### src/rtl/bled_pkg.sv
// Shared types and helpers for the bytes literal escape decoder.
// Holds the channel payload structs, result kinds and the front-to-back record.
// No dependencies.
package bled_pkg;

  typedef enum logic [1:0] {
    KIND_BYTE = 2'd0,
    KIND_DONE = 2'd1,
    KIND_ERR  = 2'd2
  } kind_t;

  typedef struct packed {
    logic [7:0] char_in;
    logic       end_of_source;
  } src_t;

  typedef struct packed {
    kind_t       kind;
    logic [7:0]  byte_out;
    logic [15:0] byte_count;
    logic        run_end;
  } res_t;

  // An accepted character yields up to two results; they travel together.
  typedef struct packed {
    logic two;
    res_t r0;
    res_t r1;
  } rec_t;

  localparam int QUEUE_DEPTH = 2;

  function automatic res_t mk_byte(input logic [7:0] b);
    res_t r;
    r.kind       = KIND_BYTE;
    r.byte_out   = b;
    r.byte_count = 16'd0;
    r.run_end    = 1'b0;
    return r;
  endfunction

  function automatic res_t mk_err();
    res_t r;
    r.kind       = KIND_ERR;
    r.byte_out   = 8'd0;
    r.byte_count = 16'd0;
    r.run_end    = 1'b0;
    return r;
  endfunction

  function automatic res_t mk_done(input logic [15:0] n);
    res_t r;
    r.kind       = KIND_DONE;
    r.byte_out   = 8'd0;
    r.byte_count = n;
    r.run_end    = 1'b0;
    return r;
  endfunction

endpackage

### src/rtl/bytes_literal_escape_decoder_core.sv
// Bytes literal escape decoder, top level.
// Instantiates bled_front, bled_queue and bled_back; uses bled_pkg.
//
// The src channel takes one source character per word (char_in plus an
// end_of_source mark) of the literal text: b or B prefix, quote, body, quote,
// repeated for concatenated tokens. The res channel gives decoded bytes, a
// done word carrying the byte count after the final close, or an error word.
// run_end marks the last result word caused by one source character.
//
// A character is decoded in the cycle it is accepted and its results are
// queued, then pass through the output register to res. One character is
// taken per cycle while the queue has room. A character that ends a short
// octal escape and is itself a byte, or that closes the final token after
// it, gives two result words, which the output stage presents in turn. With
// characters arriving every cycle and res_ready high, each such character
// fills the queue and drops src_ready; a gap in the input right after it
// hides that stall. When the receiver stalls, res holds its word, the queue
// fills and src_ready falls once both queue entries are taken. Reset returns
// the token state to expecting a prefix and empties the queue and output register.
module bytes_literal_escape_decoder_core #(
  parameter int COUNT_BITS = 16
) (
  input  logic           clk,
  input  logic           rst,
  input  logic           src_valid,
  output logic           src_ready,
  input  bled_pkg::src_t src_data,
  output logic           res_valid,
  input  logic           res_ready,
  output bled_pkg::res_t res_data
);

  logic           accept, push, pop, full, nonempty;
  bled_pkg::rec_t push_rec, head;

  assign src_ready = !full;
  assign accept    = src_valid && src_ready;

  bled_front #(.COUNT_BITS(COUNT_BITS)) u_front (
    .clk    (clk),
    .rst    (rst),
    .accept (accept),
    .src    (src_data),
    .push   (push),
    .rec    (push_rec)
  );

  bled_queue u_queue (
    .clk      (clk),
    .rst      (rst),
    .push     (push),
    .push_rec (push_rec),
    .pop      (pop),
    .full     (full),
    .nonempty (nonempty),
    .head     (head)
  );

  bled_back u_back (
    .clk       (clk),
    .rst       (rst),
    .nonempty  (nonempty),
    .head      (head),
    .pop       (pop),
    .res_valid (res_valid),
    .res_ready (res_ready),
    .res_data  (res_data)
  );

endmodule

### src/rtl/bled_front.sv
// Front part of the decoder: accepts characters, tracks the token and escape
// state, and builds one record of results per character. Uses bled_pkg.
module bled_front #(
  parameter int COUNT_BITS = 16
) (
  input  logic            clk,
  input  logic            rst,
  input  logic            accept,
  input  bled_pkg::src_t  src,
  output logic            push,
  output bled_pkg::rec_t  rec
);

  typedef enum logic [7:0] {
    PH_PREFIX = 8'b0000_0001,
    PH_QUOTE  = 8'b0000_0010,
    PH_BODY   = 8'b0000_0100,
    PH_ESC    = 8'b0000_1000,
    PH_HEX    = 8'b0001_0000,
    PH_OCT    = 8'b0010_0000,
    PH_CLOSED = 8'b0100_0000,
    PH_ERROR  = 8'b1000_0000
  } phase_t;

  localparam logic [7:0] ESC_BEL = 8'd7;
  localparam logic [7:0] ESC_BS  = 8'd8;
  localparam logic [7:0] ESC_TAB = 8'd9;
  localparam logic [7:0] ESC_LF  = 8'd10;
  localparam logic [7:0] ESC_VT  = 8'd11;
  localparam logic [7:0] ESC_FF  = 8'd12;
  localparam logic [7:0] ESC_CR  = 8'd13;
  localparam logic [7:0] ESC_ESC = 8'd27;
  localparam logic [7:0] CH_BSL  = 8'h5C;

  localparam logic [COUNT_BITS-1:0] CNT_MAX = {COUNT_BITS{1'b1}};
  localparam int WIDE = (COUNT_BITS > 16) ? COUNT_BITS : 16;

  function automatic logic hex_ok(input logic [7:0] c);
    return (c >= "0" && c <= "9") || (c >= "a" && c <= "f") || (c >= "A" && c <= "F");
  endfunction

  function automatic logic [3:0] hex_val(input logic [7:0] c);
    logic [7:0] v;
    if (c <= "9") v = c - "0";
    else if (c >= "a") v = c - "a" + 8'd10;
    else v = c - "A" + 8'd10;
    return v[3:0];
  endfunction

  function automatic logic is_oct(input logic [7:0] c);
    return c >= "0" && c <= "7";
  endfunction

  phase_t                phase, phase_next;
  logic [7:0]            quote_char, quote_char_next;
  logic [8:0]            escape_accum, escape_accum_next;
  logic [1:0]            digit_count, digit_count_next;
  logic [COUNT_BITS-1:0] decoded_count, decoded_count_next;

  logic [1:0]            nres, emits;
  bled_pkg::res_t        r0, r1;
  logic [7:0]            c;
  logic [8:0]            oct_acc;
  logic [COUNT_BITS:0]   cnt_sum;
  logic [COUNT_BITS-1:0] cnt_sat;
  logic [WIDE-1:0]       cnt_wide;
  logic [15:0]           done_count;
  logic                  was_error;

  always_comb begin
    c                  = src.char_in;
    was_error          = (phase == PH_ERROR);
    phase_next         = phase;
    quote_char_next    = quote_char;
    escape_accum_next  = escape_accum;
    digit_count_next   = digit_count;
    nres               = 2'd0;
    emits              = 2'd0;
    r0                 = bled_pkg::mk_err();
    r1                 = bled_pkg::mk_err();
    oct_acc            = {escape_accum[5:0], c[2:0]};

    case (phase)
      PH_PREFIX, PH_CLOSED: begin
        if (c == "b" || c == "B") begin
          phase_next = PH_QUOTE;
        end else begin
          nres = 2'd1; phase_next = PH_ERROR;
        end
      end
      PH_QUOTE: begin
        if (c == "'" || c == "\"") begin
          quote_char_next = c;
          phase_next      = PH_BODY;
        end else begin
          nres = 2'd1; phase_next = PH_ERROR;
        end
      end
      PH_BODY: begin
        if (c == quote_char) phase_next = PH_CLOSED;
        else if (c == CH_BSL) phase_next = PH_ESC;
        else begin
          r0 = bled_pkg::mk_byte(c); nres = 2'd1; emits = 2'd1;
        end
      end
      PH_ESC: begin
        phase_next = PH_BODY;
        nres       = 2'd1;
        emits      = 2'd1;
        if (c == quote_char) begin
          r0 = bled_pkg::mk_byte(c);
        end else if (c == "x" || c == "X") begin
          escape_accum_next = 9'd0;
          digit_count_next  = 2'd0;
          phase_next        = PH_HEX;
          nres = 2'd0; emits = 2'd0;
        end else if (is_oct(c)) begin
          escape_accum_next = {6'd0, c[2:0]};
          digit_count_next  = 2'd1;
          phase_next        = PH_OCT;
          nres = 2'd0; emits = 2'd0;
        end else begin
          case (c)
            "a":     r0 = bled_pkg::mk_byte(ESC_BEL);
            "b":     r0 = bled_pkg::mk_byte(ESC_BS);
            "e":     r0 = bled_pkg::mk_byte(ESC_ESC);
            "f":     r0 = bled_pkg::mk_byte(ESC_FF);
            "n":     r0 = bled_pkg::mk_byte(ESC_LF);
            "r":     r0 = bled_pkg::mk_byte(ESC_CR);
            "t":     r0 = bled_pkg::mk_byte(ESC_TAB);
            "v":     r0 = bled_pkg::mk_byte(ESC_VT);
            CH_BSL:  r0 = bled_pkg::mk_byte(CH_BSL);
            default: begin
              emits = 2'd0; phase_next = PH_ERROR;
            end
          endcase
        end
      end
      PH_HEX: begin
        if (!hex_ok(c)) begin
          nres = 2'd1; phase_next = PH_ERROR;
        end else if (digit_count == 2'd0) begin
          escape_accum_next = {5'd0, hex_val(c)};
          digit_count_next  = 2'd1;
        end else begin
          r0 = bled_pkg::mk_byte({escape_accum[3:0], hex_val(c)});
          nres = 2'd1; emits = 2'd1;
          escape_accum_next = 9'd0;
          digit_count_next  = 2'd0;
          phase_next        = PH_BODY;
        end
      end
      PH_OCT: begin
        if (is_oct(c)) begin
          escape_accum_next = oct_acc;
          digit_count_next  = digit_count + 2'd1;
          if (digit_count == 2'd2) begin
            escape_accum_next = 9'd0;
            digit_count_next  = 2'd0;
            nres              = 2'd1;
            if (oct_acc[8]) begin
              phase_next = PH_ERROR;
            end else begin
              r0 = bled_pkg::mk_byte(oct_acc[7:0]); emits = 2'd1;
              phase_next = PH_BODY;
            end
          end
        end else begin
          // A short octal escape ends here; the character is then a body character.
          r0 = bled_pkg::mk_byte(escape_accum[7:0]);
          nres = 2'd1; emits = 2'd1;
          escape_accum_next = 9'd0;
          digit_count_next  = 2'd0;
          if (c == quote_char) phase_next = PH_CLOSED;
          else if (c == CH_BSL) phase_next = PH_ESC;
          else begin
            phase_next = PH_BODY;
            r1 = bled_pkg::mk_byte(c); nres = 2'd2; emits = 2'd2;
          end
        end
      end
      default: phase_next = PH_ERROR;
    endcase

    cnt_sum = {1'b0, decoded_count} + {{(COUNT_BITS-1){1'b0}}, emits};
    cnt_sat = (cnt_sum > {1'b0, CNT_MAX}) ? CNT_MAX : cnt_sum[COUNT_BITS-1:0];
    decoded_count_next = cnt_sat;
    cnt_wide   = WIDE'(cnt_sat);
    done_count = (cnt_wide > WIDE'(16'hFFFF)) ? 16'hFFFF : cnt_wide[15:0];

    if (src.end_of_source) begin
      if (phase_next == PH_CLOSED) begin
        if (nres == 2'd0) r0 = bled_pkg::mk_done(done_count);
        else r1 = bled_pkg::mk_done(done_count);
        nres = nres + 2'd1;
      end else if (was_error) begin
        nres = 2'd0;
      end else if (phase_next != PH_ERROR) begin
        // Unterminated token: one error replaces whatever this step produced.
        r0   = bled_pkg::mk_err();
        nres = 2'd1;
      end
      phase_next         = PH_PREFIX;
      quote_char_next    = 8'd0;
      escape_accum_next  = 9'd0;
      digit_count_next   = 2'd0;
      decoded_count_next = '0;
    end

    r0.run_end = (nres == 2'd1);
    r1.run_end = 1'b1;
    rec.two    = (nres == 2'd2);
    rec.r0     = r0;
    rec.r1     = r1;
    push       = accept && (nres != 2'd0);
  end

  always_ff @(posedge clk) begin
    if (rst) begin
      phase         <= PH_PREFIX;
      quote_char    <= 8'd0;
      escape_accum  <= 9'd0;
      digit_count   <= 2'd0;
      decoded_count <= '0;
    end else if (accept) begin
      phase         <= phase_next;
      quote_char    <= quote_char_next;
      escape_accum  <= escape_accum_next;
      digit_count   <= digit_count_next;
      decoded_count <= decoded_count_next;
    end
  end

  a_restart: assert property (@(posedge clk) disable iff (rst)
    accept && src.end_of_source |=> phase == PH_PREFIX && decoded_count == '0)
    else $error("state not cleared after end of source");

  a_discard: assert property (@(posedge clk) disable iff (rst)
    accept && phase == PH_ERROR |-> !push)
    else $error("result produced while discarding after an error");

  a_two: assert property (@(posedge clk) disable iff (rst)
    push && rec.two |-> phase == PH_OCT || src.end_of_source)
    else $error("two results outside an octal end or final close");

endmodule

### src/rtl/bled_queue.sv
// Short record queue between the front and back parts of the decoder.
// Uses bled_pkg for the record type and depth.
module bled_queue (
  input  logic           clk,
  input  logic           rst,
  input  logic           push,
  input  bled_pkg::rec_t push_rec,
  input  logic           pop,
  output logic           full,
  output logic           nonempty,
  output bled_pkg::rec_t head
);

  localparam int PW = $clog2(bled_pkg::QUEUE_DEPTH);
  localparam int CW = $clog2(bled_pkg::QUEUE_DEPTH + 1);

  bled_pkg::rec_t entries [bled_pkg::QUEUE_DEPTH];
  logic [PW-1:0]  wptr, rptr;
  logic [CW-1:0]  count;

  assign full     = (count == CW'(bled_pkg::QUEUE_DEPTH));
  assign nonempty = (count != '0);
  assign head     = entries[rptr];

  function automatic logic [PW-1:0] ptr_inc(input logic [PW-1:0] p);
    return (p == PW'(bled_pkg::QUEUE_DEPTH - 1)) ? '0 : p + PW'(1);
  endfunction

  always_ff @(posedge clk) begin
    if (push) entries[wptr] <= push_rec;
  end

  always_ff @(posedge clk) begin
    if (rst) begin
      wptr  <= '0;
      rptr  <= '0;
      count <= '0;
    end else begin
      if (push) wptr <= ptr_inc(wptr);
      if (pop) rptr <= ptr_inc(rptr);
      if (push && !pop) count <= count + CW'(1);
      else if (pop && !push) count <= count - CW'(1);
    end
  end

  a_no_overflow: assert property (@(posedge clk) disable iff (rst)
    full && push |-> pop)
    else $error("record pushed into a full queue");

endmodule

### src/rtl/bled_back.sv
// Back part of the decoder: unpacks queued records into single results and
// holds each in the output register until taken. Uses bled_pkg.
module bled_back (
  input  logic           clk,
  input  logic           rst,
  input  logic           nonempty,
  input  bled_pkg::rec_t head,
  output logic           pop,
  output logic           res_valid,
  input  logic           res_ready,
  output bled_pkg::res_t res_data
);

  logic take;
  logic second;

  assign take = !res_valid || res_ready;
  assign pop  = take && nonempty && (second || !head.two);

  always_ff @(posedge clk) begin
    if (rst) begin
      res_valid <= 1'b0;
      second    <= 1'b0;
    end else if (take) begin
      res_valid <= nonempty;
      if (nonempty) second <= !second && head.two;
    end
  end

  always_ff @(posedge clk) begin
    if (take && nonempty) res_data <= second ? head.r1 : head.r0;
  end

endmodule

### config.mk
export PLATFORM = sky130hd
export DESIGN_NAME = bytes_literal_escape_decoder_core
export DESIGN_NICKNAME = d
export VERILOG_FILES = /design/src/rtl/bled_pkg.sv /design/src/rtl/bytes_literal_escape_decoder_core.sv /design/src/rtl/bled_front.sv /design/src/rtl/bled_queue.sv /design/src/rtl/bled_back.sv
export SDC_FILE = /design/constraint.sdc
export NUM_CORES = 1
export LEC_CHECK = 0
export BUFFER_PORTS_ARGS = -buffer_cell sky130_fd_sc_hd__buf_2
export CAP_MARGIN = 30
export CORE_ASPECT_RATIO = 0.7
export CORE_MARGIN = 4
export CORE_UTILIZATION = 61
export CTS_CLUSTER_SIZE = 8
export DETAILED_ROUTE_END_ITERATION = 10
export HOLD_SLACK_MARGIN = 0.15
export PLACE_DENSITY_LB_ADDON = 0.12
export SYNTH_ARGS = -nofsm -noshare
export SYNTH_HDL_FRONTEND = slang
export SYNTH_SLANG_ARGS = --single-unit
### constraint.sdc
create_clock -name clk -period 8.4 [get_ports clk]
set_input_delay 1.68 -clock clk [delete_from_list [all_inputs] [get_ports clk]]
set_output_delay 1.68 -clock clk [all_outputs]
set_load 0.01 [all_outputs]
# After elaboration in Yosys (flattened, before gate mapping)
# Memory sizes are Yosys's and may differ from the RTL's. A register that Yosys moved wholly into a read port is not among the register bits.
# Index checks and enable logic that the tools add are counted.
classes:
  addsub: 12
  reduce_logical: 37
  n_lt_le_gt_ge: 9
  eq_ne: 32
  muxes: 101
op_table:
  columns: ["cell", "n"]
  rows:
  - ["$mux 27", 21]
  - ["$pmux 27 s9", 1]
  - ["$mux 8", 25]
  - ["$eq 8x7->1 const B", 14]
  - ["$pmux 27 s4", 1]
  - ["$mux 2", 26]
  - ["$mux 16", 3]
  - ["$pmux 8 s6", 1]
  - ["$eq 8x6->1 const B", 3]
  - ["$pmux 8 s3", 1]
  - ["$add 16x2->17", 1]
  - ["$gt 17x16->1 const B", 1]
  - ["$ge 8x7->1 const B", 2]
  - ["$gt 16x16->1 const B", 1]
  - ["$le 8x6->1 const B", 2]
  - ["$le 8x7->1 const B", 2]
  - ["$mux 4", 4]
  - ["$mux 1", 15]
  - ["$pmux 2 s6", 1]
  - ["$sub 4x1->4 const B", 3]
  - ["$logic_and 1x1->1", 11]
  - ["$reduce_bool 2->1", 5]
  - ["$reduce_or 9->1", 1]
  - ["$add 4x4->4 const B", 2]
  - ["other kinds (27)", 44]
totals:
  n_memories: 1
  ff_bits: 75
  mem_bits_rw: 108
  out_inout_bits: 29
  inputBits: 13
  word_cells: 206
memory_table:
  columns: ["memory", "depth", "width", "read_ports", "rd_ports_with_merged_regs", "write_ports", "line_no", "source"]
  rows:
  - ["u_queue.entries", 2, 54, 1, 1, 1, "bled_queue.sv:17", "bled_pkg::rec_t entries [bled_pkg::QUEUE_DEPTH];"]

# Logic depth before layout (Yosys ltp)
depth:
  ltp_word: 18
  mapped_depth: 20

# Hierarchy
# Synthesis repeated with hierarchy kept, for this count alone.
hier_totals:
  hier_cells: 809
  area_unflattened_um2: 9250.1
modules_own_cells:
  columns: ["mod", "area_each_um2", "cells_per_inst", "n_inst"]
  rows:
  - ["bled_queue", 4196.5, 193, 1]
  - ["bled_front", 3776.1, 545, 1]
  - ["bled_back", 1267.5, 69, 1]
  - ["bytes_literal_escape_decoder_core", 10.0, 2, 1]

# Least setup slack after synthesis
# OpenSTA, ideal clock, no wires.
synth_timing:
  path_type: "input port to flip-flop"
  from: "input src_data[2] in the netlist's numbering"
  to: "memory u_queue.entries[1][0] in the netlist's numbering (enable)"
  path_buffers: 2
  arrival_ns: 6.842
  stages: 15
  path_slack_ns: 1.093
  path_cell_list: "clkbuf_1 -> inv_1 -> ha_1 -> nor3b_1 -> o41ai_1 -> a211oi_2 -> a21oi_2 -> and3_1 -> clkbuf_1 -> ha_1 -> nand2_1 -> a2111oi_0 -> a41o_1 -> a211oi_2 -> nor2_1"
synth_between:
  elab_chain_len: 16
  word_cells_on_any_way: 68
  cone_classes: "1 x add/sub; 7 x order compare; 17 x eq/ne; 31 x mux; 12 x reduce/logical"
synth_lines:
  columns: ["element", "line_no", "source"]
  rows:
  - ["start, declared", "bytes_literal_escape_decoder_core.sv:27", "input bled_pkg::src_t src_data,"]
  - ["$eq 8x7->1 (on tied branches)", null, null]
  - ["$reduce_or 9->1 (no source line)", null, null]
  - ["$mux 8", "bled_front.sv:123", "case (c)"]
  - ["$mux 8", "bled_front.sv:117", "end else if (is_oct(c)) begin"]
  - ["$mux 8", "bled_front.sv:112", "end else if (c == \"x\" || c == \"X\") begin"]
  - ["$mux 8", "bled_front.sv:110", "if (c == quote_char) begin"]
  - ["$pmux 8 s6", "bled_front.sv:83", "case (phase)"]
  - ["$ne 8x8->1", "bled_front.sv:198", "end else if (phase_next != PH_ERROR) begin"]
  - ["$mux 2", "bled_front.sv:198", null]
  - ["$mux 2", "bled_front.sv:196", "end else if (was_error) begin"]
  - ["$mux 2", "bled_front.sv:192", "if (phase_next == PH_CLOSED) begin"]
  - ["$mux 2 *", "bled_front.sv:191", "if (src.end_of_source) begin"]
  - ["$reduce_bool 2->1 *", "bled_front.sv:215", "push = accept && (nres != 2'd0);"]
  - ["$logic_and 1x1->1 *", "bled_front.sv:215", null]
  - ["$mux 1 *", "bled_queue.sv:30", "if (push) entries[wptr] <= push_rec;"]
  - ["$mux 1 (implied by the code) *", "bled_queue.sv:30", null]
  - ["end, declared", "bled_queue.sv:17", null]
# Mark *: on every way between the ends. The rest lies on a longest branch, timed or not.

# Worst setup path in the final report
layout_timing:
  from: "input src_data[2] in the netlist's numbering"
  to: "register u_front.decoded_count[9]"
layout_between:
  elab_chain_len: 11
  word_cells_on_any_way: 42
  cone_classes: "1 x add/sub; 8 x order compare; 12 x eq/ne; 13 x mux; 8 x reduce/logical"
layout_lines:
  columns: ["element", "line_no", "source"]
  rows:
  - ["$eq 8x7->1 (on tied branches)", "bled_front.sv:123, bled_front.sv:101, bled_front.sv:175", null]
  - ["$reduce_or 9->1 (no source line)", null, null]
  - ["$mux 1", "bled_front.sv:123", null]
  - ["$mux 2", "bled_front.sv:117", null]
  - ["$mux 2", "bled_front.sv:112", null]
  - ["$mux 2", "bled_front.sv:110", null]
  - ["$pmux 2 s4 *", "bled_front.sv:83", null]
  - ["$add 16x2->17 *", "bled_front.sv:185", "cnt_sum = {1'b0, decoded_count} + {{(COUNT_BITS-1){1'b0}}, emits};"]
  - ["$gt 17x16->1", "bled_front.sv:186", "cnt_sat = (cnt_sum > {1'b0, CNT_MAX}) ? CNT_MAX : cnt_sum[COUNT_BITS-1:0];"]
  - ["$mux 16 *", "bled_front.sv:186", null]
  - ["$mux 16 *", "bled_front.sv:191", null]
  - ["end signal, assigned", "bled_front.sv:230", "decoded_count <= decoded_count_next;"]
  - ["end, declared", "bled_front.sv:58", "logic [COUNT_BITS-1:0] decoded_count, decoded_count_next;"]
# Marked as above.
# A chain may end at the register's enable or synchronous reset.

==> impl_metrics.csv <==
group,metric,value,unit
floorplanning,coreArea,14100,um^2
route,wl_per_cell,24.0,um
run_status,status,"finished, final reports clean",
synthesis,synthCells,736,
synthesis,syn_avg_cell_area,12.0,um^2
route,dr.first_iter.drc_count,861,
sta,tightest_slew,1.02,ns
clock_network,tritoncts,"done",
power_and_ir_drop,swShare,30.1,%
synthesis,syn_nets,758,
route,vias_per_cell,6.75,
job,cap_viol_max_count,0,
synthesis,synth_most_common_cell,"edfxtp_1",
floorplanning,die_w,152,um
sta,finalCriticalPeriod,6.49,ns
route,remaining_drc_errors,0,
cells_and_area,fillers,985,
placement,dp_hpwl,15.5,mm
sta,holdWs,0.465,ns
power_and_ir_drop,clockPowerShare,29.7,%
placement,gp_congestion,0.992,
clock_network,cts-root-buf,"clkbuf_16",
clock_network,clock_sinks,184,
sta,slew_headroom,31.1,%
sta,fin_skew,0.00854,ns
sta,hold_viol_final,0,
global_routing,antenna_found_initial,0,
cells_and_area,drive_gt1_share,16.9,%
clock_network,numCtsBuffers,17,
sta,drv_slew,0,
placement,portBuffers,41,
setup_path,crit_type,"in -> reg",
synthesis,synthArstFlopShare,0,%
synthesis,yosysWarningCount,0,
sta,fin_crit_sh,77.3,%
sta,fmax,0.154,GHz
cells_and_area,diodes,0,
route,first_pass_iters,7,
power_and_ir_drop,p_per_area,263,nW/um^2
floorplanning,die_h,109,um
clock_network,cts-htree-levels,4,
min_path,hold_class,"reg -> reg",
global_routing,grt-ovfl-total,0,
synthesis,synthTopCellsByCount,"135 x edfxtp_1, 86 x nor2_1, 55 x a21oi_1",
clock_network,cts_resized,0,
power_and_ir_drop,p_switching,772,uW
cells_and_area,fin_nets,780,
power_and_ir_drop,combPwrFrac,22.0,%
floorplanning,die-area,16500,um^2
synthesis,synth_top_area_share,46.0,%
sta,rsz0062_at_grt,"false",
floorplanning,io_pins,42,
power_and_ir_drop,p_int,1790,uW
sta,setup_tns,0,ns
global_routing,grt_pass1_vias,5890,
synthesis,synth_area,8820,um^2
sta,setup_viol,0,
global_routing,grt_pass1_wl,34.9,mm
floorplanning,rows,36,
clock_network,clk_latency,0.44,ns
power_and_ir_drop,power_leakage,0.00334,uW
setup_path,cp_max_fo,21,
route,drt_wl_total,23.1,mm
setup_path,critPathLaunchType,"input port",
power_and_ir_drop,ir_worst_vdd,0.000312,V
global_routing,grt_usage,28.9,%
clock_network,clk_pin_slew,0.07,ns
cells_and_area,area_delta_synth_final,10.6,%
clock_network,cts_hold_buf,0,
synthesis,synthFlopType,"edfxtp_1",
global_routing,grt_max_degree,55,
setup_path,required,8.69,ns
setup_path,r2r_cells,14,
synthesis,yosys-top-cells-area,"edfxtp_1 46%, dfxtp_1 11%, mux4_2 6.6%",
synthesis,ys_seq_area_share,57.1,%
synthesis,synth_edf_count,135,
synthesis,synth.distinct_cells,82,
route,ant_nets,0,
synthesis,synth_seq_cells,184,
synthesis,yosys.area.top_type,"edfxtp_1",
floorplanning,start_util,62.7,%
clock_network,cts_max_path_buffers,2,
setup_path,worstSetupEndpointType,"flop",
power_and_ir_drop,seq_power_share,48.3,%
setup_path,arrival,6.78,ns
route,vias,6479,
clock_network,cts_setup_buffers,0,
min_path,hold_depth,2,
## critical path, cell delays in order
cell,delay (ns)
buf_2,0.22
inv_1,0.12
ha_1,0.27
nor3b_1,0.37
o41ai_1,0.16
a211oi_2,0.60
nor3_1,0.25
a211o_1,0.30
a211o_1,0.28
ha_1,0.21
fa_1,0.43
and3_1,0.26
and4_1,0.31
nand3_1,0.63
a21boi_0,0.39
a2bb2oi_1,0.21
nor2_1,0.06
## placed cells by master (no fill, tap or decap), types with 5 or more instances in the layout
| cell | synthesis | final |
|---|---|---|
| edfxtp_1 | 135 | 135 |
| inv_1 | 10 | 10 |
| a21oi_1 | 55 | 55 |
| nor3_1 | 17 | 17 |
| xor2_1 | 8 | 8 |
| dfxtp_1 | 49 | 48 |
| buf_2 | 9 | 41 |
| o21ai_0 | 12 | 12 |
| and3_1 | 19 | 19 |
| mux4_2 | 26 | 26 |
| a2bb2oi_1 | 7 | 7 |
| buf_4 | 1 | 9 |
| a22oi_1 | 9 | 9 |
| or3_1 | 5 | 5 |
| ha_1 | 8 | 8 |
| nand2_1 | 46 | 46 |
| nor2_1 | 86 | 85 |
| and2_1 | 16 | 16 |
| mux2i_1 | 8 | 8 |
| nand3_1 | 18 | 18 |
| nor2b_1 | 10 | 10 |
| o21a_1 | 5 | 5 |
| clkbuf_16 | 0 | 17 |
| a31oi_1 | 11 | 11 |
| xnor2_1 | 16 | 16 |
| nand4_1 | 7 | 7 |
| nand2b_1 | 9 | 9 |
## final cells by class
cell class / instances / area [um^2] / area share [%]
clock buffer: 17 / 425 / 4.36
clock inverter: 14 / 136 / 1.40
inverter: 10 / 37.5 / 0.385
multi-input combinational: 493 / 3550 / 36.4
sequential: 184 / 5040 / 51.6
tap: 190 / 238 / 2.44
timing repair buffer: 52 / 328 / 3.36
## worst paths after layout
kind	slack (ns)	end	from
max	1.91	u_front.decoded_count[9]	src_data[2]
max reg2reg	3.33	u_front.decoded_count[4]	u_front.phase[6]
min reg2reg	0.46	u_front.escape_accum[6]	u_front.escape_accum[6]
min	0.46	u_front.escape_accum[6]	u_front.escape_accum[6]
## power by group through the flow
stage               clock, uW  sequential [uW]  combinational [uW]
floorplan                   0             1270                 336
global placement            0             1240                 530
detailed placement          0             1250                 557
CTS                       770             1240                 562
global route              813             1250                 610
finish                    763             1240                 563
## cells by family (layout without fill, tap and decap cells)
family,count (synthesis),count (layout),synth area share (%)
AOI/OAI and AO/OA,160,160,13.0
xor gates and xnor gates,24,24,2.38
adders and majority gates,9,9,1.36
buffers and inverters,59,93,2.77
DFF,184,184,57.1
muxes,34,34,7.55
and+or+nand+nor,266,266,15.9
## metal layers
layer | vias to the layer above | part of all wire, % | wire (um) | track usage, %
li1 | 2869 | - | - | -
met1 | 3183 | 44 | 10100 | 45.0
met5 | - | 0 | 0 | 0
met4 | 0 | 1.3 | 296 | 7.24
met3 | 32 | 11 | 2570 | 7.21
met2 | 395 | 44 | 10100 | 40.8
## registers in the layout (all words and copies together) (netlist names), named ones only
name                   cells
u_back.res_valid           1
u_queue.entries          108
u_back.res_data           27
u_front.digit_count        2
u_queue.rptr               1
u_queue.count              2
u_back.second              1
u_front.escape_accum       8
u_front.phase              8
u_front.decoded_count     16
u_queue.wptr               1
u_front.quote_char         8
## through the flow
step	cells	setup WS, ns	cell area, um^2	power [uW]	util, %
after floorplan	736	1.09	8820	1610	-
after global placement	927	1.77	9140	1770	65.0
after detailed placement	928	1.59	9170	1810	65.2
after CTS	959	2.01	9730	2570	69.2
after global routing	960	1.57	9750	2670	69.4
final	960	1.91	9750	2560	69.4
Power figures use the tool's default switching activity.
